$ cat src/rtl/core/i2cmts_pkg.sv
// Types, codes and defaults shared by the I2C master transfer sequencer.
package i2cmts_pkg;

   // Buffer depth default and the width of an index that can hold any depth in range
   localparam int unsigned BUFFER_DEPTH_DEF = 16;
   localparam int unsigned IDX_W            = 9;

   // Register reset values
   localparam logic [6:0] SLAVE_ADDRESS_RST    = 7'h68;
   localparam logic [7:0] REGISTER_POINTER_RST = 8'h00;
   localparam logic [3:0] TRANSFER_LENGTH_RST  = 4'd7;
   localparam logic       READ_MODE_RST        = 1'b0;

   // CSR map, one word per register
   localparam int unsigned CSR_ADDR_W = 4;

   typedef enum logic [1:0] {
      CSR_SLAVE_ADDRESS    = 2'd0,
      CSR_REGISTER_POINTER = 2'd1,
      CSR_TRANSFER_LENGTH  = 2'd2,
      CSR_READ_MODE        = 2'd3
   } csr_index_type;

   typedef enum logic [1:0] {
      FUNC_BUF_WRITE = 2'd0,
      FUNC_BUF_READ  = 2'd1,
      FUNC_BEGIN     = 2'd2,
      FUNC_STATUS    = 2'd3
   } func_type;

   typedef enum logic [3:0] {
      ST_START          = 4'd0,
      ST_REP_START      = 4'd1,
      ST_MT_ADDR_ACK    = 4'd2,
      ST_MT_ADDR_NACK   = 4'd3,
      ST_MT_DATA_ACK    = 4'd4,
      ST_MT_DATA_NACK   = 4'd5,
      ST_ARB_LOST       = 4'd6,
      ST_MR_ADDR_ACK    = 4'd7,
      ST_MR_ADDR_NACK   = 4'd8,
      ST_MR_DATA_ACK    = 4'd9,
      ST_MR_DATA_NACK   = 4'd10,
      ST_NO_INFO        = 4'd11,
      ST_BUS_ERROR      = 4'd12,
      ST_OTHER          = 4'd13
   } status_type;

   typedef enum logic [2:0] {
      ACT_NONE      = 3'd0,
      ACT_START     = 3'd1,
      ACT_SEND_ADDR = 3'd2,
      ACT_SEND_BYTE = 3'd3,
      ACT_ENABLE_ACK = 3'd4,
      ACT_RX_ACK    = 3'd5,
      ACT_RX_NACK   = 3'd6,
      ACT_STOP      = 3'd7
   } action_type;

endpackage

$ cat src/rtl/core/i2c_master_transfer_sequencer.sv
// I2C master transfer sequencer: buffer, bus event decode and result register.
//
// Takes one request per clock (func in req_tuser) while its single result register is
// empty or being drained, and returns exactly one result per request from that register,
// in the cycle after acceptance. Each bus status event is answered with the next bus
// action: address byte after a start, then the register pointer and buffered bytes in a
// write transfer, or received bytes stored with ACK/NACK in a read transfer (length+1
// bytes are stored). Errors and unknown codes answer with a stop, which sets a sticky
// done flag cleared only by reset. The data buffer is a BUFFER_DEPTH x 8 memory with one
// write and one registered read per cycle in which a request is accepted; entries read
// before being written return unspecified data. Indices at or beyond BUFFER_DEPTH write
// nothing and read as zero. Configuration is written through the APB port; the user must
// write it only while idle, as the block itself does not enforce it.
module i2c_master_transfer_sequencer #(
   parameter int unsigned BUFFER_DEPTH = i2cmts_pkg::BUFFER_DEPTH_DEF
) (
   input  logic                              clock,
   input  logic                              reset,
   // request channel
   input  logic                              req_tvalid,
   output logic                              req_tready,
   input  logic [23:0]                       req_tdata,  // bus_status[3:0], rx_byte[11:4],
                                                         // entry_index[15:12], entry_value[23:16]
   input  logic [1:0]                        req_tuser,  // func[1:0]
   // result channel
   output logic                              rsp_tvalid,
   input  logic                              rsp_tready,
   output logic [23:0]                       rsp_tdata,  // bus_action[2:0], tx_byte[10:3],
                                                         // entry_data[18:11], done_res[19], zero
   // configuration port
   input  logic                              csr_psel,
   input  logic                              csr_penable,
   input  logic                              csr_pwrite,
   input  logic [i2cmts_pkg::CSR_ADDR_W-1:0] csr_paddr,
   input  logic [31:0]                       csr_pwdata,
   output logic [31:0]                       csr_prdata,
   output logic                              csr_pready
);
   import i2cmts_pkg::*;

   localparam int unsigned AW = (BUFFER_DEPTH > 1) ? $clog2(BUFFER_DEPTH) : 1;
   localparam logic [IDX_W-1:0] DEPTH_LIM = IDX_W'(BUFFER_DEPTH);

   // configuration registers
   logic [6:0] slave_address_ff;
   logic [7:0] register_pointer_ff;
   logic [3:0] transfer_length_ff;
   logic       read_mode_ff;
   logic       csr_wr;
   csr_index_type csr_idx;

   // sequencer state
   logic [4:0] byte_index_ff, byte_index_in;
   logic       done_ff, done_in;
   logic [7:0] buf_mem [BUFFER_DEPTH];

   // request fields
   logic       req_fire;
   func_type   func;
   status_type status;
   logic [7:0] rx_byte;
   logic [3:0] entry_index;
   logic [7:0] entry_value;

   // per-request decode
   action_type       action_in;
   logic [7:0]       tx_const_in;
   logic             tx_mem_in;
   logic             ed_mem_in;
   logic             wr_en;
   logic [IDX_W-1:0] wr_idx;
   logic [7:0]       wr_data;
   logic [IDX_W-1:0] rd_idx;
   logic             stop;

   // result register
   logic       rsp_valid_ff;
   action_type rsp_action_ff;
   logic [7:0] rsp_tx_const_ff;
   logic       rsp_tx_mem_ff;
   logic       rsp_ed_mem_ff;
   logic       rsp_done_ff;
   logic       rd_ok_ff;
   logic [7:0] rd_data_ff;
   logic [7:0] mem_byte;
   logic [7:0] tx_byte_out;
   logic [7:0] entry_data_out;

   // ---------------- configuration port ----------------
   assign csr_pready = 1'b1;
   assign csr_wr     = csr_psel && csr_penable && csr_pwrite && csr_pready;
   assign csr_idx    = csr_index_type'(csr_paddr[3:2]);

   always_ff @(posedge clock) begin
      if (reset) begin
         slave_address_ff    <= SLAVE_ADDRESS_RST;
         register_pointer_ff <= REGISTER_POINTER_RST;
         transfer_length_ff  <= TRANSFER_LENGTH_RST;
         read_mode_ff        <= READ_MODE_RST;
      end else if (csr_wr) begin
         unique case (csr_idx)
            CSR_SLAVE_ADDRESS:    slave_address_ff    <= csr_pwdata[6:0];
            CSR_REGISTER_POINTER: register_pointer_ff <= csr_pwdata[7:0];
            CSR_TRANSFER_LENGTH:  transfer_length_ff  <= csr_pwdata[3:0];
            CSR_READ_MODE:        read_mode_ff        <= csr_pwdata[0];
            default: ;
         endcase
      end
   end

   always_comb begin
      unique case (csr_idx)
         CSR_SLAVE_ADDRESS:    csr_prdata = {25'd0, slave_address_ff};
         CSR_REGISTER_POINTER: csr_prdata = {24'd0, register_pointer_ff};
         CSR_TRANSFER_LENGTH:  csr_prdata = {28'd0, transfer_length_ff};
         CSR_READ_MODE:        csr_prdata = {31'd0, read_mode_ff};
         default:              csr_prdata = 32'd0;
      endcase
   end

   // ---------------- request decode ----------------
   assign req_tready  = !rsp_valid_ff || rsp_tready;
   assign req_fire    = req_tvalid && req_tready;
   assign func        = func_type'(req_tuser);
   assign status      = status_type'(req_tdata[3:0]);
   assign rx_byte     = req_tdata[11:4];
   assign entry_index = req_tdata[15:12];
   assign entry_value = req_tdata[23:16];

   always_comb begin
      action_in     = ACT_NONE;
      tx_const_in   = 8'd0;
      tx_mem_in     = 1'b0;
      ed_mem_in     = 1'b0;
      wr_en         = 1'b0;
      wr_idx        = {5'd0, entry_index};
      wr_data       = entry_value;
      rd_idx        = {5'd0, entry_index};
      stop          = 1'b0;
      byte_index_in = byte_index_ff;
      unique case (func)
         FUNC_BUF_WRITE: wr_en = 1'b1;
         FUNC_BUF_READ:  ed_mem_in = 1'b1;
         FUNC_BEGIN:     action_in = ACT_START;
         FUNC_STATUS: begin
            rd_idx  = {4'd0, byte_index_ff};
            wr_idx  = {4'd0, byte_index_ff};
            wr_data = rx_byte;
            unique case (status)
               ST_START, ST_REP_START: begin
                  byte_index_in = 5'd0;
                  action_in     = ACT_SEND_ADDR;
                  tx_const_in   = {slave_address_ff, read_mode_ff};
               end
               ST_MT_ADDR_ACK: begin
                  action_in   = ACT_SEND_BYTE;
                  tx_const_in = register_pointer_ff;
               end
               ST_MT_DATA_ACK: begin
                  if (byte_index_ff < {1'b0, transfer_length_ff}) begin
                     action_in     = ACT_SEND_BYTE;
                     tx_mem_in     = 1'b1;
                     byte_index_in = byte_index_ff + 5'd1;
                  end else begin
                     stop = 1'b1;
                  end
               end
               ST_MR_ADDR_ACK: action_in = ACT_ENABLE_ACK;
               ST_MR_DATA_ACK: begin
                  wr_en = 1'b1;
                  if (byte_index_ff < {1'b0, transfer_length_ff}) begin
                     action_in     = ACT_RX_ACK;
                     byte_index_in = byte_index_ff + 5'd1;
                  end else begin
                     action_in = ACT_RX_NACK;
                  end
               end
               ST_NO_INFO: action_in = ACT_NONE;
               default: stop = 1'b1;
            endcase
            if (stop) action_in = ACT_STOP;
         end
         default: ;
      endcase
      done_in = done_ff || stop;
   end

   // ---------------- state and buffer ----------------
   always_ff @(posedge clock) begin
      if (reset) begin
         byte_index_ff <= 5'd0;
         done_ff       <= 1'b0;
      end else if (req_fire) begin
         byte_index_ff <= byte_index_in;
         done_ff       <= done_in;
      end
   end

   always_ff @(posedge clock) begin
      if (req_fire && wr_en && (wr_idx < DEPTH_LIM)) begin
         buf_mem[wr_idx[AW-1:0]] <= wr_data;
      end
      if (req_fire) begin
         rd_data_ff <= buf_mem[rd_idx[AW-1:0]];
      end
   end

   // ---------------- result register ----------------
   always_ff @(posedge clock) begin
      if (reset) begin
         rsp_valid_ff <= 1'b0;
      end else if (req_fire) begin
         rsp_valid_ff <= 1'b1;
      end else if (rsp_tready) begin
         rsp_valid_ff <= 1'b0;
      end
   end

   always_ff @(posedge clock) begin
      if (req_fire) begin
         rsp_action_ff   <= action_in;
         rsp_tx_const_ff <= tx_const_in;
         rsp_tx_mem_ff   <= tx_mem_in;
         rsp_ed_mem_ff   <= ed_mem_in;
         rsp_done_ff     <= done_in;
         rd_ok_ff        <= rd_idx < DEPTH_LIM;
      end
   end

   assign mem_byte       = rd_ok_ff ? rd_data_ff : 8'd0;
   assign tx_byte_out    = rsp_tx_mem_ff ? mem_byte : rsp_tx_const_ff;
   assign entry_data_out = rsp_ed_mem_ff ? mem_byte : 8'd0;

   assign rsp_tvalid = rsp_valid_ff;
   assign rsp_tdata  = {4'd0, rsp_done_ff, entry_data_out, tx_byte_out, rsp_action_ff};

   // ---------------- checks ----------------
   a_done_sticky: assert property (@(posedge clock) disable iff (reset)
      done_ff |=> done_ff)
      else $error("done flag cleared outside reset");

   a_stop_sets_done: assert property (@(posedge clock) disable iff (reset)
      (rsp_valid_ff && rsp_action_ff == ACT_STOP) |-> rsp_done_ff)
      else $error("stop returned without done flag");

   a_start_clears_index: assert property (@(posedge clock) disable iff (reset)
      (req_fire && func == FUNC_STATUS && (status == ST_START || status == ST_REP_START))
      |=> byte_index_ff == 5'd0)
      else $error("byte index not cleared after start");

   a_tx_only_on_send: assert property (@(posedge clock) disable iff (reset)
      (rsp_valid_ff && rsp_action_ff != ACT_SEND_ADDR && rsp_action_ff != ACT_SEND_BYTE)
      |-> tx_byte_out == 8'd0)
      else $error("tx byte set on non-send action");

   a_entry_only_on_read: assert property (@(posedge clock) disable iff (reset)
      (rsp_valid_ff && rsp_action_ff != ACT_NONE) |-> entry_data_out == 8'd0)
      else $error("entry data set on bus action");

endmodule

$ cat config.mk
export PLATFORM = sky130hd
export DESIGN_NAME = i2c_master_transfer_sequencer
export DESIGN_NICKNAME = d
export VERILOG_FILES = /design/src/rtl/core/i2cmts_pkg.sv /design/src/rtl/core/i2c_master_transfer_sequencer.sv
export SDC_FILE = /design/constraint.sdc
export NUM_CORES = 1
export LEC_CHECK = 0
export BUFFER_PORTS_ARGS = -buffer_cell sky130_fd_sc_hd__clkbuf_2
export CELL_PAD_IN_SITES_DETAIL_PLACEMENT = 1
export CELL_PAD_IN_SITES_GLOBAL_PLACEMENT = 2
export CORE_MARGIN = 1.5
export CORE_UTILIZATION = 26
export DETAILED_ROUTE_END_ITERATION = 8
export HOLD_SLACK_MARGIN = 0.15
export PLACE_DENSITY = 0.67
export REMOVE_ABC_BUFFERS = 1
export SLEW_MARGIN = 20
export SYNTH_ARGS = -nofsm -noshare
export SYNTH_HDL_FRONTEND = slang
export SYNTH_SLANG_ARGS = --single-unit
$ cat constraint.sdc
create_clock -name clock -period 2.1 [get_ports clock]
set_input_delay 0.105 -clock clock [delete_from_list [all_inputs] [get_ports clock]]
set_output_delay 0.105 -clock clock [all_outputs]
set_load 0.05 [all_outputs]
Word-level counts from Yosys, hierarchy flattened
Memory sizes are Yosys's and may differ from the RTL's. A register that Yosys moved wholly into a read port is not among the register bits.
Index checks and enable logic that the tools add are counted.
Cells by class
  reduce and logical (&&, ||, !) cells: 22
  multiplexer cells: 26
  equal/unequal tests: 13
  $lt $le $gt $ge: 2
  $add $sub $neg: 1
Operators by type and width (number)
  $pmux 32 s4: 1
  $mux 8: 4
  $pmux 8 s2: 1
  $pmux 3 s5: 1
  $mux 1: 10
  $mux 5: 2
  $pmux 5 s2: 1
  $reduce_and 2->1: 5
  $lt 9x5->1 const B: 1
  $eq 2x2->1 const B: 4
  $eq 4x3->1 const B: 2
  $eq 4x4->1 const B: 2
  $pmux 3 s2: 1
  $reduce_or 6->1: 1
  $add 5x1->5 const B: 1
  $logic_and 1x1->1: 5
  $lt 5x4->1: 1
  $eq 2x1->1 const B: 2
  $eq 4x1->1 const B: 1
  $eq 4x2->1 const B: 1
  $logic_not 2->1: 2
  $logic_not 4->1: 1
  $mux 2: 2
  $pmux 1 s2: 2
  7 further kinds: 10
Word-level totals
  word-level logic and storage cells: 78
  memories: 1
  bits in registers: 42
  output and inout port bits: 59
  RAM bits: 128
  input port bits: 69
Memories
  buf_mem: depth 16, bits a word 8, rd ports 1, clocked after memory_dff 1, write ports 1, line i2c_master_transfer_sequencer.sv:55  | logic [7:0] buf_mem [BUFFER_DEPTH];

Logic depth before layout (Yosys ltp)
Gate-level depths: netlist (run 1).
  word-level depth: 7
  depth in mapped cells: 8
  depth with buffers taken out: 7

Worst setup path after synthesis (run 1)
No wires, ideal clock.
  kind: register to register
  start point: reg rsp_valid_ff (netlist: rsp_tvalid)
  end point: mem buf_mem[4][0] (enable)
  period minus slack after synthesis: 2905 ps
  setup slack: -805 ps
  stages on the path, launching flop included: 6
  arrival: 2535 ps
  setup time: 370 ps
  data required time: 1730 ps
  path buffers: 0
  cell sequence: dfxtp_1 > nand2b_1 > and2_1 > o211a_1 > nand3_1 > nor2_1
Between the ends
  cells in the longest elaborated chain, start to end: 7
RTL lines
  from (decl): line i2c_master_transfer_sequencer.sv:77  | logic rsp_valid_ff;
  from (signal assigned): line i2c_master_transfer_sequencer.sv:211  | rsp_valid_ff <= 1'b0;
  from (signal assigned): line i2c_master_transfer_sequencer.sv:213  | rsp_valid_ff <= 1'b1;
  from (signal assigned): line i2c_master_transfer_sequencer.sv:215  | rsp_valid_ff <= 1'b0;
  $logic_not 1->1: line i2c_master_transfer_sequencer.sv:122  | assign req_tready = !rsp_valid_ff || rsp_tready;
  $logic_or 1x1->1: line i2c_master_transfer_sequencer.sv:122
  net req_tready: line i2c_master_transfer_sequencer.sv:21  | output logic req_tready,
  $logic_and 1x1->1: line i2c_master_transfer_sequencer.sv:123  | assign req_fire = req_tvalid && req_tready;
  net req_fire: line i2c_master_transfer_sequencer.sv:58  | logic req_fire;
  $logic_and 1x1->1 (2 in series): line i2c_master_transfer_sequencer.sv:200  | if (req_fire && wr_en && (wr_idx < DEPTH_LIM)) begin
  $mux 1: line i2c_master_transfer_sequencer.sv:200
  $mux 1 (not written as such): line i2c_master_transfer_sequencer.sv:201  | buf_mem[wr_idx[AW-1:0]] <= wr_data;
  to (decl): line i2c_master_transfer_sequencer.sv:55
The timed path passes the listed nets, and every way through them passes these cells.

Worst setup path in the final report (run 1)
  start point: reg byte_index_ff[1]
  end point: reg rd_data_ff[5], read port of buf_mem, data pin
Between the ends
  cells in the longest elaborated chain, start to end: 1
RTL lines
  from (decl): line i2c_master_transfer_sequencer.sv:53  | logic [4:0] byte_index_ff, byte_index_in;
  from (signal assigned): line i2c_master_transfer_sequencer.sv:194  | byte_index_ff <= byte_index_in;
  $mux 5: line i2c_master_transfer_sequencer.sv:141  | unique case (func)
  to (decl): line i2c_master_transfer_sequencer.sv:84  | logic [7:0] rd_data_ff;
Every way passes these cells.
A chain may end at the register's enable or synchronous reset.

==> qor.yml, run 1 <==
floorplanning:
  fp.dieH_um: 177.7
  num_rows: 63
  die_x_um: 177.7
  core-area_mm2: 0.02987
  die_area_mm2: 0.03158
  io_pins: 128
  start_util: 0.2656
pwr:
  swShare: 0.2669
  p_total_mw: 8.035
  p_clk_frac: 0.383
  power_density_mw_per_mm2: 805.5
  combPwrFrac: 0.126
  ir_worst_vdd_mv: 0.6084
  power.internal_mw: 5.891
  seqPwrFrac: 0.491
  p_switching_mw: 2.144
  leakage_nw: 3.714
setup_path:
  path_class: "reg -> reg"
  r2r-start: "byte_index_ff[1]"
  crit_arrival_ns: 2.24
  startpoint_type: "flip-flop"
  worstPathMaxFanout: 6
  r2r-end: "rd_data_ff[5]"
  critPathLaunch: "byte_index_ff[1]"
  cp.required_ns: 2.27
  crit_path_end_kind: "flip-flop"
  r2r_cells: 5
  worst-r2r-setup-slack_ns: 0.03
place:
  gp_congestion: 0.7523
  placed_area_mm2: 0.009158
  port_buffers: 72
  dp_hpwl_mm: 16.03
  pre_cts_ws_ns: -0.3481
  dpl.cell_count: 1110
synthesis:
  ys_seq_area_frac: 0.6395
  yosysWarnings: 0
  synth_top_area_frac: 0.5714
  synthFlopType: "edfxtp_1"
  ys_ff_latch: 178
  synthCells: 599
  synth.most_common_cell: "edfxtp_1"
  synthArstFlopShare: 0
  syn_avg_cell_area_um2: 13.25
  synth_area_leaders: "edfxtp_1 57%, mux2i_1 7.2%, dfxtp_1 6.8%"
  yosysTopAreaCell: "edfxtp_1"
  syn_area_mm2: 0.007935
  ys_types: 58
  synth_edf_count: 151
  synth.top_cells.by_count: "151 x edfxtp_1, 57 x mux2i_1, 50 x nor2_1, 36 x a22oi_1, 32 x buf_4"
clock_tree:
  cts_tree: "done"
  clk_path_buf_depth: 2
  numCtsBuffers: 17
  cts_root_buf: "clkbuf_16"
  cts_sinks: 178
  cts_htree_levels: 4
  clock_latency_ns: 0.43
  clk_pin_slew_worst_paths_ns: 0.07
final_layout:
  area_growth_pct: 25.72
  fill_cells: 3208
  diodes: 0
  multi_input_area_mm2: 0.002572
  regArea_mm2: 0.005080
  final_nets: 836
  drive_gt1_frac: 0.2940
  design_area_mm2: 0.009976
  fin_cells: 1162
drt:
  wl_per_cell_um: 19.31
  drt_iter0_drc: 288
  drt-total-wl_mm: 22.43
  first_pass_iters: 4
  drc_errors: 0
  via_per_inst: 4.660
  num_vias: 5415
  ant_nets: 0
status:
  status: "completed"
global_route:
  grt_pass1_wl_mm: 34.66
  grt_overflow: 0
  grt_usage: 0.1496
  first_global_vias: 5565
  antenna_found_initial: 0
  grt_max_degree: 25
timing:
  hold_violations: 0
  final.setup.tns_ns: 0
  finalSetupViolCount: 0
  tightest_slew_ns: 0.7002
  rsz0062_at_grt: "yes"
  period_share: 0.9859
  fin_skew_ns: 0.008255
  drv_slew: 0
  relSlewSlack: 0.5332
  period_needed_ns: 2.070
  worst_slack_ns: 0.02968
  clock.fmax_ghz: 0.4830
worst_hold_path:
  min_path_cells: 5
  hold_class: "in -> reg"
  holdPathEnd: "read_mode_ff"
  hp-start: "csr_penable"
flow_run:
  cap_violations: 0
==> metrics by stage <==
stage | util | hold WS, ns
after floorplan | - | 0.1741
after global placement | 0.3065 | 0.3398
after detailed placement | 0.3065 | 0.3385
after CTS | 0.3314 | 0.1773
after global routing | 0.3339 | 0.2115
final | 0.3339 | 0.1881
==> worst max path at each step <==
| stage | depth (start not counted) | slack [ns] | endpoint |
|---|---|---|---|
| 5_1_grt | 6 | -0.05 | rd_data_ff[5] |
| 4_1_cts | 6 | 0.003 | rd_data_ff[5] |
| 6_report | 5 | 0.03 | rd_data_ff[5] |
| 3_5_place_dp | 9 | -0.35 | rd_data_ff[5] |
| 2_1_floorplan | 5 | -0.83 | buf_mem[11][0] |
| 3_3_place_gp | 9 | -0.27 | rd_data_ff[5] |
==> sequential cells by signal, summed over array words and instances (netlist names), 3 cells and up <==
name                 cells
register_pointer_ff      8
rsp_tx_const_ff          8
transfer_length_ff       4
slave_address_ff         7
byte_index_ff            5
rd_data_ff               8
buf_mem                128
rsp_action_ff            3
==> cell families after synthesis <==
group	count (synthesis)	synth area share
compound gates	124	0.1099
simple gates	138	0.08988
flops	178	0.6395
buf+inv	81	0.05850
other cells	2	0.0009464
fa+ha+maj	8	0.01261
xor+xnor	1	0.001104
mux	67	0.08751
==> metal layers <==
layer / global-route usage / wire length (um)
met1: 0.2056 / 10410
met2: 0.2428 / 10670
met3: 0.02378 / 1063
met4: 0.04272 / 282
met5: 0 / 0
==> layout by cell type (no fill, tap or decap), drive strengths merged, types with 9 or more instances in the layout <==
master	instances
clkbuf	92
nand3	19
inv	27
buf	88
dlygate4sd3	11
mux2	9
a21oi	27
mux2i	57
nor2	50
nand2	17
a22oi	40
and3	11
o22ai	18
edfxtp	151
conb	29
o21ai	18
dfxtp	27
==> layout make-up <==
class	instances	area share
flip-flops and latches	178	0.5092
clock inverters	12	0.01279
clock buffers	20	0.04377
repair buffers	171	0.1188
inverters	23	0.008654
multi-input cells	368	0.2579
well taps	390	0.04892
==> worst max-delay path: stages, from the launching register on <==
cell and delay, ns:
dfxtp_2 0.36, buf_4 0.18, a32o_4 0.35, a22oi_2 0.28
a21oi_1 0.11, or4_1 0.51
==> power groups by stage <==
| stage | Combinational, mW | Sequential [mW] | Clock (mW) |
|---|---|---|---|
| 2_1_floorplan | 0.559 | 4.03 | 0 |
| 3_3_place_gp | 0.965 | 4.03 | 0 |
| 3_5_place_dp | 0.975 | 4.03 | 0 |
| 4_1_cts | 1.01 | 3.95 | 3.16 |
| 5_1_grt | 1.08 | 3.95 | 3.26 |
| 6_report | 1.01 | 3.94 | 3.08 |
==> timing repair <==
item                                   CTS  global route
buffers inserted                         1             7
setup endpoints to repair                9            10
gates resized for setup                 10             6
hold buffers                            11             0
gates cloned                             1             0
pin swaps                                3             1
endpoints found under the hold margin   23             0
(Power assumes the default switching activity.)
==> run 2, diff against run 1 <==
Settings changed: PLACE_DENSITY 0.67 to unset, PLACE_DENSITY_LB_ADDON set to 0.1.
==> qor.yml, run 2 (same netlist as run 1, synthesis figures left out) <==
floorplanning:
  num_rows: 63  # unchanged
  die_x_um: 177.7  # unchanged
  die_area_mm2: 0.03158  # unchanged
  fp.dieH_um: 177.7  # unchanged
  core-area_mm2: 0.02987  # unchanged
  io_pins: 128  # unchanged
  start_util: 0.2656  # unchanged
final_layout:
  largest_register_ffs: 128  # unchanged
  diodes: 0  # unchanged
  regArea_mm2: 0.005082  # was 0.005080 mm2
  fill_cells: 3194  # was 3208
  final_util: 0.3377  # was 0.3339
  area_growth_pct: 27.15  # was 25.72%
  layout_common_cells: "151 x edfxtp_1, 72 x clkbuf_2, 68 x buf_4"  # was 151 x edfxtp_1, 83 x buf_4, 72 x clkbuf_2
  drive_gt1_frac: 0.3058  # was 0.2940
  final_nets: 826  # was 836
  multi_input_area_mm2: 0.002644  # was 0.002572 mm2
  fin_cells: 1152  # was 1162
  layout_commonest_cell: "edfxtp_1"  # unchanged
clock_tree:
  clk_pin_slew_worst_paths_ns: 0.07  # about the same
  clk_path_buf_depth: 2  # unchanged
  cts_sinks: 178  # unchanged
  numCtsBuffers: 17  # unchanged
  cts_root_buf: "clkbuf_16"  # unchanged
  clock_latency_ns: 0.44  # was 0.43 ns
  cts_htree_levels: 4  # unchanged
  cts_tree: "done"  # unchanged
pwr:
  power.internal_mw: 5.935  # was 5.891 mW
  power_density_mw_per_mm2: 811.9  # was 805.5 mW/mm2
  swShare: 0.2755  # was 0.2669
  combPwrFrac: 0.127  # was 0.126
  p_switching_mw: 2.257  # was 2.144 mW
  p_clk_frac: 0.392  # was 0.383
  seqPwrFrac: 0.482  # was 0.491
  ir_worst_vdd_mv: 0.5690  # was 0.6084 mV
  leakage_nw: 3.716  # was 3.714 nW
setup_path:
  cp.required_ns: 2.27  # about the same
  crit_path_end_kind: "flip-flop"  # unchanged
  worstPathMaxFanout: 6  # unchanged
  startpoint_type: "flip-flop"  # unchanged
  r2r_cells: 7  # was 5
  path_class: "reg -> reg"  # unchanged
  crit_arrival_ns: 2.22  # was 2.24 ns
worst_hold_path:
  hold_class: "in -> reg"  # unchanged
  min_path_cells: 3  # was 5
timing:
  worst_slack_ns: 0.04817  # was 0.02968 ns
  period_share: 0.9771  # was 0.9859
  hold_violations: 0  # unchanged
  drv_slew: 0  # unchanged
  tightest_slew_ns: 0.6021  # was 0.7002 ns
  relSlewSlack: 0.5986  # was 0.5332
  finalSetupViolCount: 0  # unchanged
  clock.fmax_ghz: 0.4874  # was 0.4830 GHz
  fin_skew_ns: 0.01338  # was 0.008255 ns
  final.setup.tns_ns: 0  # unchanged
  period_needed_ns: 2.052  # was 2.070 ns
global_route:
  grt_pass1_wl_mm: 35.91  # was 34.66 mm
  grt_usage: 0.1587  # was 0.1496
  grt_use_met1: 0.2207  # was 0.2056
  antenna_found_initial: 0  # unchanged
  first_global_vias: 5683  # was 5565
  grtUsageMet2: 0.2563  # was 0.2428
  globalRouteMet3Util: 0.02699  # was 0.02378
  grt_overflow: 0  # unchanged
  grt-busiest-layer: "met2"  # unchanged
  grt_max_degree: 25  # unchanged
place:
  gp_congestion: 0.7820  # was 0.7523
  pre_cts_ws_ns: -0.4967  # was -0.3481 ns
  dpl.cell_count: 1106  # was 1110
  dp_hpwl_mm: 16.89  # was 16.03 mm
  port_buffers: 72  # unchanged
drt:
  num_vias: 5391  # was 5415
  drt_iter0_drc: 346  # was 288
  ant_nets: 0  # unchanged
  first_pass_iters: 5  # was 4
  via_per_inst: 4.680  # was 4.660
  drt-total-wl_mm: 23.97  # was 22.43 mm
  drc_errors: 0  # unchanged
  wl_per_cell_um: 20.80  # was 19.31 um
status:
  status: "completed"  # unchanged
flow_run:
  cap_violations: 0  # unchanged
run 2: cell types whose count changed in the layout (fill, tap and decap cells not counted), sizes merged:
cell and delta:
buf -10, clkbuf -2, inv +2, a32o -1
clkinvlp +1
run 2: path summary, 6_finish.rpt:
path | end | slack [ns] | from
max | rd_data_ff[5] | 0.05 | byte_index_ff[0]
min | rsp_action_ff[2] | 0.22 | req_tdata[2]
max reg2reg | rd_data_ff[5] | 0.05 | byte_index_ff[0]
min reg2reg | done_ff | 0.47 | done_ff
run 2: cell type report:
| cell class | count | share of cell area |
|---|---|---|
| clock buffers | 17 | 0.04216 |
| repair buffers | 162 | 0.1178 |
| inverters | 23 | 0.008929 |
| well taps | 390 | 0.04836 |
| flip-flops and latches | 178 | 0.5037 |
| clock inverters | 15 | 0.01699 |
| multi-input cells | 367 | 0.2620 |
run 2: layer usage:
layer | up-vias | wire, um
met5 | - | 0
met4 | 0 | 185
met3 | 11 | 976
met2 | 138 | 11320
met1 | 2719 | 11490
li1 | 2523 | -
run 2: power by group through the flow:
stage | combinational (mW) | sequential, mW | clock, mW
after floorplan | 0.559 | 4.03 | 0
after global placement | 0.979 | 4.03 | 0
after detailed placement | 0.993 | 4.03 | 0
after CTS | 1.03 | 3.95 | 3.31
after global routing | 1.12 | 3.95 | 3.41
final | 1.04 | 3.95 | 3.21
run 2: repair_timing:
item / 4_1_cts / 5_1_grt
pin swaps: 0 / 4
endpoints found under the setup margin: 8 / 12
hold endpoints to repair: 23 / 0
gates cloned: 0 / 1
hold buffers: 11 / 0
resized for setup: 16 / 20
setup buffers: 1 / 1
run 2: worst max-delay path, stage by stage (launching register included):
cell and delay [ns]:
dfxtp_4 0.36, nand2_2 0.07, nand2_4 0.12, buf_12 0.15, buf_4 0.15, mux2i_2 0.27
o22ai_4 0.11, or4_4 0.55
run 2: stage by stage:
stage	hold WS, ns	area (um2)	power, mW
finish	0.2184	10090	8.192
global route	0.2163	10090	8.473
CTS	0.1933	9972	8.282
detailed placement	0.3506	9178	5.018
global placement	0.3359	9178	5.004
floorplan	0.1741	7659	4.588
